## config.mk

```make
export PLATFORM = sky130hd
export DESIGN_NAME = arbf_front
export DESIGN_NICKNAME = d
export VERILOG_FILES = /design/src/arbf_pkg.sv /design/src/arbf_front.sv
export SDC_FILE = /design/constraint.sdc
export NUM_CORES = 1
export LEC_CHECK = 0
export BUFFER_PORTS_ARGS = -buffer_cell sky130_fd_sc_hd__buf_2
export CAP_MARGIN = 20
export CORE_ASPECT_RATIO = 2
export CORE_UTILIZATION = 42
export CTS_BUF_LIST = sky130_fd_sc_hd__clkbuf_4 sky130_fd_sc_hd__clkbuf_8
export DETAILED_ROUTE_END_ITERATION = 8
export PLACE_DENSITY = 0.66
export SETUP_SLACK_MARGIN = 0.4
export SKIP_LAST_GASP = 1
export SYNTH_ARGS = -nofsm -noshare
export SYNTH_HDL_FRONTEND = slang
export SYNTH_SLANG_ARGS = --single-unit
```

## constraint.sdc

```tcl
create_clock -name clk -period 4.9 [get_ports clk]
set_clock_uncertainty 0.15 [all_clocks]
set_input_delay 0.98 -clock clk [delete_from_list [all_inputs] [get_ports clk]]
set_output_delay 0.98 -clock clk [all_outputs]
set_load 0.02 [all_outputs]
```

## src/arbf_pkg.sv

```systemverilog
// ----------------------------------------------------------------------------
// Audio ring buffer package
// Shared word types, register indexes and reset values of the ring buffer.
// ----------------------------------------------------------------------------
package arbf_pkg;

	localparam int unsigned MAX_PACKET = 1024;

	localparam logic [1:0] OP_WRITE    = 2'd0;
	localparam logic [1:0] OP_READ     = 2'd1;
	localparam logic [1:0] OP_FEEDBACK = 2'd2;

	localparam logic [1:0] REG_BLOCK_BYTES = 2'd0;
	localparam logic [1:0] REG_RING_SIZE   = 2'd1;
	localparam logic [1:0] REG_NOMINAL_FB  = 2'd2;
	localparam logic [1:0] REG_ADJUST_STEP = 2'd3;

	localparam logic [10:0] RST_BLOCK_BYTES = 11'd200;
	localparam logic [12:0] RST_RING_SIZE   = 13'd4000;
	localparam logic [23:0] RST_NOMINAL_FB  = 24'd786432;
	localparam logic [6:0]  RST_ADJUST_STEP = 7'd100;

	typedef struct packed {
		logic [1:0]  opcode;
		logic [7:0]  data_in;
		logic        first;
		logic [10:0] packet_len;
	} in_word_t;

	typedef struct packed {
		logic [7:0]  data_out;
		logic        underrun;
		logic        dropped;
		logic        playing;
		logic [23:0] rate_fb;
		logic [12:0] fill_level;
	} out_word_t;

	typedef struct packed {
		logic        is_write;
		logic        is_read;
		logic        is_fb;
		logic [7:0]  data;
		logic        first;
		logic [10:0] len;
	} item_t;

	typedef struct packed {
		logic  valid;
		item_t item;
	} queue_head_t;

endpackage

```

## src/arbf_front.sv

```systemverilog
// ----------------------------------------------------------------------------
// Audio ring buffer front end
// Accepts input words, decodes the opcode and holds them in a two-entry queue.
// ----------------------------------------------------------------------------
module arbf_front (
	input  logic              clk,
	input  logic              arst_n,
	input  logic              in_valid,
	output logic              in_stall,
	input  arbf_pkg::in_word_t in_word,
	output arbf_pkg::queue_head_t head,
	input  logic              pop
);
	import arbf_pkg::*;

	item_t      slot_q [2];
	logic       wr_ptr_q;
	logic       rd_ptr_q;
	logic [1:0] count_q;
	logic       push;
	item_t      decoded;

	always_comb begin
		decoded          = '0;
		decoded.is_write = (in_word.opcode == OP_WRITE);
		decoded.is_read  = (in_word.opcode == OP_READ);
		decoded.is_fb    = (in_word.opcode == OP_FEEDBACK);
		decoded.data     = in_word.data_in;
		decoded.first    = in_word.first;
		decoded.len      = in_word.packet_len;
	end

	assign in_stall   = (count_q == 2'd2);
	assign push       = in_valid && !in_stall;
	assign head.valid = (count_q != 2'd0);
	assign head.item  = slot_q[rd_ptr_q];

	always_ff @(posedge clk) begin
		if (push) begin
			slot_q[wr_ptr_q] <= decoded;
		end
	end

	always_ff @(posedge clk or negedge arst_n) begin
		if (!arst_n) begin
			wr_ptr_q <= 1'b0;
			rd_ptr_q <= 1'b0;
			count_q  <= 2'd0;
		end else begin
			if (push) begin
				wr_ptr_q <= ~wr_ptr_q;
			end
			if (pop) begin
				rd_ptr_q <= ~rd_ptr_q;
			end
			case ({push, pop})
				2'b10: begin
					count_q <= count_q + 2'd1;
				end
				2'b01: begin
					count_q <= count_q - 2'd1;
				end
				default: begin
					count_q <= count_q;
				end
			endcase
		end
	end

endmodule

```

==> results of run 1 <==
-- cells in the mapped netlist --
library cell	n	area (um2)
edfxtp_1	46	1380
dfrtp_1	4	100
nand2_1	1	3.75
nor2b_1	2	12.5
or2_2	1	6.26
ha_1	1	12.5
buf_12	2	40.0
inv_1	1	3.75
and3_1	1	6.26
nor2_1	3	11.3
mux2_2	4	45.0
xnor2_1	3	26.3
buf_6	1	11.3
nand2b_1	1	6.26
xor2_1	2	17.5
mux2_4	19	285
-- layout make-up --
type	instances	area (um2)
clock inverter	2	8.76
timing repair buffer	53	293
clock buffer	6	76.3
sequential	50	1480
multi-input combinational	38	435
fill	390	2060
tap	54	67.6
inverter	1	3.75
-- power by group through the flow --
stage | combinational (mW) | clock [mW] | sequential, mW
floorplan | 0.443 | 0 | 0.623
global placement | 0.513 | 0 | 0.645
detailed placement | 0.526 | 0 | 0.655
CTS | 0.527 | 0.229 | 0.645
global route | 0.573 | 0.245 | 0.654
finish | 0.535 | 0.223 | 0.642
-- path summary, 6_finish.rpt --
kind | startpoint | endpoint | slack [ns]
setup / recovery | rd_ptr_q | head[18] | 1.89
hold / removal | arst_n | count_q[0] | 0.33
max in group asynchronous | arst_n | rd_ptr_q | 4.14
hold reg to reg | count_q[1] | count_q[1] | 0.36
min in group clk | count_q[1] | count_q[1] | 0.36
setup reg to reg | count_q[0] | slot_q[0][18] | 3.03
-- flip-flops by register name (all words and copies together) (netlist names) --
| signal | count |
|---|---|
| rd_ptr_q | 1 |
| count_q | 2 |
| slot_q | 46 |
| wr_ptr_q | 1 |
-- metal layers --
metal	vias to the layer above	wire, um
met5	-	0
met4	0	63
met3	6	146
met2	29	1800
met1	470	1060
li1	459	-
-- critical path, delay by kind of cell (launching register included) --
kind | cells | cell delay, ns
flops | 1 | 0.70
mux | 1 | 0.37
buf+inv | 2 | 0.53
-- logic make-up after synthesis --
kind of cell | after synthesis
xor+xnor | 5
fa+ha+maj | 1
buf+inv | 4
flops | 50
mux | 23
simple gates | 9
-- per-stage QoR --
step                      util [%]  setup slack [ns]  instance area [um2]  instances  hold slack (ns)
after floorplan                  -              2.29                 1970         92            0.307
after global placement        50.9              2.24                 2250        195            0.320
after detailed placement      50.9              2.18                 2250        195            0.354
after CTS                     52.9              1.86                 2340        203            0.328
after global routing          53.5              1.78                 2370        204            0.321
final                         53.5              1.89                 2370        204            0.334
==> flow_summary.json, run 1 <==
{
  "status": "complete, no violations",
  "gr-usage-met1_pct": 14.1,
  "floorplan.rows": 34,
  "clkLatencyLatePin_ns": 0.28,
  "grt-ovfl-total": 0,
  "route.vias.total": 964,
  "power.leakage_nw": 0.966,
  "crit_required_ns": 3.77,
  "ff2ff_path_depth": 4,
  "layout-drive-gt1-share_pct": 56.7,
  "detail-route-antenna-nets": 0,
  "ys_ff_latch": 50,
  "synth.distinct_cells": 16,
  "numPortBuffers": 50,
  "p_int_mw": 0.943,
  "critical_path_arrival_ns": 1.88,
  "dr.pass1.iters": 4,
  "worstMarginPinSlew_ns": 0.554,
  "sw_frac_of_total_pct": 32.7,
  "synthMuxAreaShare_pct": 16.8,
  "power_switching_mw": 0.457,
  "final_nets": 176,
  "clock_path_buffers": 2,
  "vias_per_cell": 4.73,
  "synth-xor-area-share_pct": 2.22,
  "seq_area_frac_synth_pct": 75.2,
  "comb_power_share_pct": 38.2,
  "pwr_density_cell_mw_per_mm2": 592,
  "dieArea_mm2": 0.00498,
  "clkTransAtPathRegs_ns": 0.08,
  "hold_viol": 0,
  "cts_resized": 0,
  "slew_violations": 0,
  "pwr-share-seq_pct": 45.8,
  "vdd_drop_max_uv": 410,
  "crit_path_end_kind": "output port",
  "antenna_cells": 0,
  "cts_tree": "built",
  "path_cells": "buf_4 -> mux2_2 -> buf_2",
  "syn2layout_area_growth_pct": 20.1,
  "cts_root_buffer": "clkbuf_8",
  "synth_nets": 119,
  "setup-violations-final": 0,
  "place_congestion": 0.642,
  "synthCells": 92,
  "wirelength_mm": 3.07,
  "clock.fmax_mhz": 332,
  "grt_usage_pct": 13.7,
  "grt_setup_unrepaired": "false",
  "finalCritPeriodShare_pct": 61.5,
  "yosys.area_share.simple_pct": 2.35,
  "post_cts_buffers": 0,
  "netlist_area_mm2": 0.00197,
  "syn_avg_cell_area_um2": 21.4,
  "core_mm2": 0.00442,
  "die_y_um": 98.8,
  "synth_top_family_by_area": "multiplexers",
  "io_pins": 51,
  "power.share.clock_pct": 15.9,
  "yosysWarnings": 0,
  "cts_buffers": 5,
  "slew_headroom_pct": 63.1,
  "initial_utilization_pct": 44.5,
  "max_stage_delay_ns": 0.70,
  "synth_compound_area_share_pct": 0,
  "gr-usage-met3_pct": 3.55,
  "htreeDepth": 2,
  "drt_iter0_drc": 18,
  "grt_pass1_vias": 1016,
  "worstSetupStartpointType": "flip-flop",
  "final_common_cell": "buf_2",
  "ctsHoldBuffers": 0,
  "grtUsageMet2_pct": 24.9,
  "grt_first_pass_wirelength_mm": 4.93,
  "cp_slowest_cell": "dfrtp_1",
  "final.setup.tns_ns": 0,
  "worstSetupPathType": "flip-flop to output port",
  "layout_common_cells": "buf_2 (50), edfxtp_1 (46), mux2_4 (19)",
  "antenna_found_initial": 0,
  "cts_sinks": 50,
  "cap_viol_max_count": 0,
  "wl_per_cell_um": 15.0,
  "post-route-min-period_ns": 3.01,
  "power_mw": 1.40,
  "synth_fa_ha_area_share_pct": 0.635,
  "busiest_layer": "met2",
  "grt_start_max_net_pins": 24,
  "drcViolationCount": 0,
  "hold_path_class": "primary input to async pin",
  "crit_path_max_fanout": 15,
  "die_width_um": 50.4
}
(Power assumes the default switching activity.)
==> run 2: changes to the inputs <==
Settings changed: PLACE_DENSITY 0.66 to 0.68.
Clock period 4.9 ns to 2.55 ns, I/O delays scaled along.
==> flow_summary.json, run 2 (synthesis results as in run 1) <==
{
  "postPlaceCellArea_mm2": 0.00228,
  "grt-ovfl-total": 0,
  "vdd_drop_max_uv": 777,
  "p_int_mw": 1.95,
  "pwr-share-seq_pct": 43.1,
  "layout_common_cells": "buf_2 (50), edfxtp_1 (46), mux2_4 (19)",
  "slew_violations": 0,
  "wirelength_mm": 2.91,
  "vias_per_cell": 4.74,
  "hold_ws_ns": 0.256,
  "post-route-min-period_ns": 2.08,
  "ff2ff_path_depth": 5,
  "final_nets": 180,
  "grt_usage_pct": 13.1,
  "crit_required_ns": 1.89,
  "die_y_um": 98.8,
  "rr_startpoint": "count_q[0]",
  "syn2layout_area_growth_pct": 22.9,
  "drt_iter0_drc": 7,
  "core_mm2": 0.00442,
  "fin_ws_ns": 0.469,
  "drcViolationCount": 0,
  "numPortBuffers": 50,
  "dr.pass1.iters": 4,
  "setup-violations-final": 0,
  "power.share.clock_pct": 19.1,
  "cts_tree": "built",
  "slew_headroom_pct": 87.9,
  "antenna_found_initial": 0,
  "worstSetupStartpointType": "flip-flop",
  "sw_frac_of_total_pct": 30.8,
  "layout-drive-gt1-share_pct": 58.4,
  "hold_viol": 0,
  "place_congestion": 0.649,
  "clkTransAtPathRegs_ns": 0.08,
  "die_width_um": 50.4,
  "finalCritPeriodShare_pct": 81.6,
  "dieArea_mm2": 0.00498,
  "cp-endpoint": "head[22]",
  "initial_utilization_pct": 44.5,
  "final_common_cell": "buf_2",
  "largest_reg_flops": 46,
  "reg_top3": "slot_q (46), count_q (2)",
  "hold_path_class": "primary input to flip-flop",
  "clkLatencyLatePin_ns": 0.29,
  "antenna_cells": 0,
  "cts_sinks": 50,
  "cts_root_buffer": "clkbuf_8",
  "grt_pass1_vias": 1041,
  "post_cts_buffers": 0,
  "cap_viol_max_count": 0,
  "clock_path_buffers": 2,
  "floorplan.rows": 34,
  "grt_setup_unrepaired": "false",
  "largest_register": "slot_q",
  "power.leakage_nw": 0.995,
  "detail-route-antenna-nets": 0,
  "worstSetupPathType": "flip-flop to output port",
  "fillers": 378,
  "crit_path_max_fanout": 8,
  "crit_path_end_kind": "output port",
  "grt_start_max_net_pins": 15,
  "pwr_density_cell_mw_per_mm2": 1160,
  "comb_power_share_pct": 37.8,
  "route.vias.total": 986,
  "cp-startpoint": "rd_ptr_q",
  "clock.fmax_mhz": 480,
  "io_pins": 51,
  "design_area_mm2": 0.00242,
  "wl_per_cell_um": 14.0,
  "worstMarginPinSlew_ns": 0.182,
  "grt_first_pass_wirelength_mm": 4.63,
  "final.setup.tns_ns": 0,
  "dp_hpwl_mm": 2.16,
  "htreeDepth": 2,
  "reg2reg_slack_ns": 0.97,
  "status": "complete, no violations",
  "power_mw": 2.81,
  "place_ws_ns": 0.654,
  "power_switching_mw": 0.868,
  "cts_buffers": 5,
  "critical_path_arrival_ns": 1.42,
  "rr_endpoint": "count_q[1]"
}
[run 2: cell types whose count changed in the layout (fill, tap and decap cells not counted), sizes merged]
cell | previous run | this run
buf | 53 | 56
clkinv | 2 | 0
bufinv | 0 | 1
clkbuf | 6 | 7
dlygate4sd3 | 0 | 1
[run 2: power by group through the flow]
stage | registers, mW | logic [mW] | clock network, mW
after floorplan | 1.20 | 0.853 | 0
after global placement | 1.21 | 1.04 | 0
after detailed placement | 1.23 | 1.07 | 0
after CTS | 1.21 | 1.07 | 0.559
after global routing | 1.23 | 1.14 | 0.592
final | 1.21 | 1.06 | 0.537
[run 2: timing repair]
item                                   4_1_cts  5_1_grt
hold buffers                                 1        0
pin swaps                                    0        0
setup endpoints to repair                   17        6
resized for setup                            2        2
endpoints found under the hold margin        4        0
[run 2: cell type report]
cell class	instances	area [um2]	share of cell area, %
clock buffer	7	83.8	3.46
clock inverter	1	30.0	1.24
inverter	1	3.75	0.155
multi-input combinational	38	435	18.0
sequential	50	1480	61.3
tap	54	67.6	2.79
timing repair buffer	57	317	13.1
[run 2: worst min-delay path by stage]
stage	endpoint	slack, ns	from	cells past startpoint
global route	slot_q[1][16]	0.24	in_word[16]	1
detailed placement	wr_ptr_q	0.17	arst_n	1
global placement	count_q[1]	0.17	arst_n	1
finish	slot_q[1][5]	0.26	in_word[5]	1
CTS	slot_q[1][5]	0.24	in_word[5]	1
floorplan	count_q[0]	0.06	arst_n	0
[run 2: critical path, cell delays in order (launching register included)]
cell and delay, ns:
dfrtp_2 0.45, buf_6 0.18, mux2_2 0.34, buf_2 0.16
[run 2: layer usage]
layer	GRT usage, %	share of wire (%)
met3	3.70	4.5
met2	24.4	57
met1	11.7	36
met4	7.69	2.6
met5	0	0
[run 2: stage by stage]
stage                     std cells  utilization [%]
after global placement          199             51.6
after CTS                       208             54.5
after global routing            208             54.7
after detailed placement        199             51.6
final                           208             54.7
after floorplan                  92                -
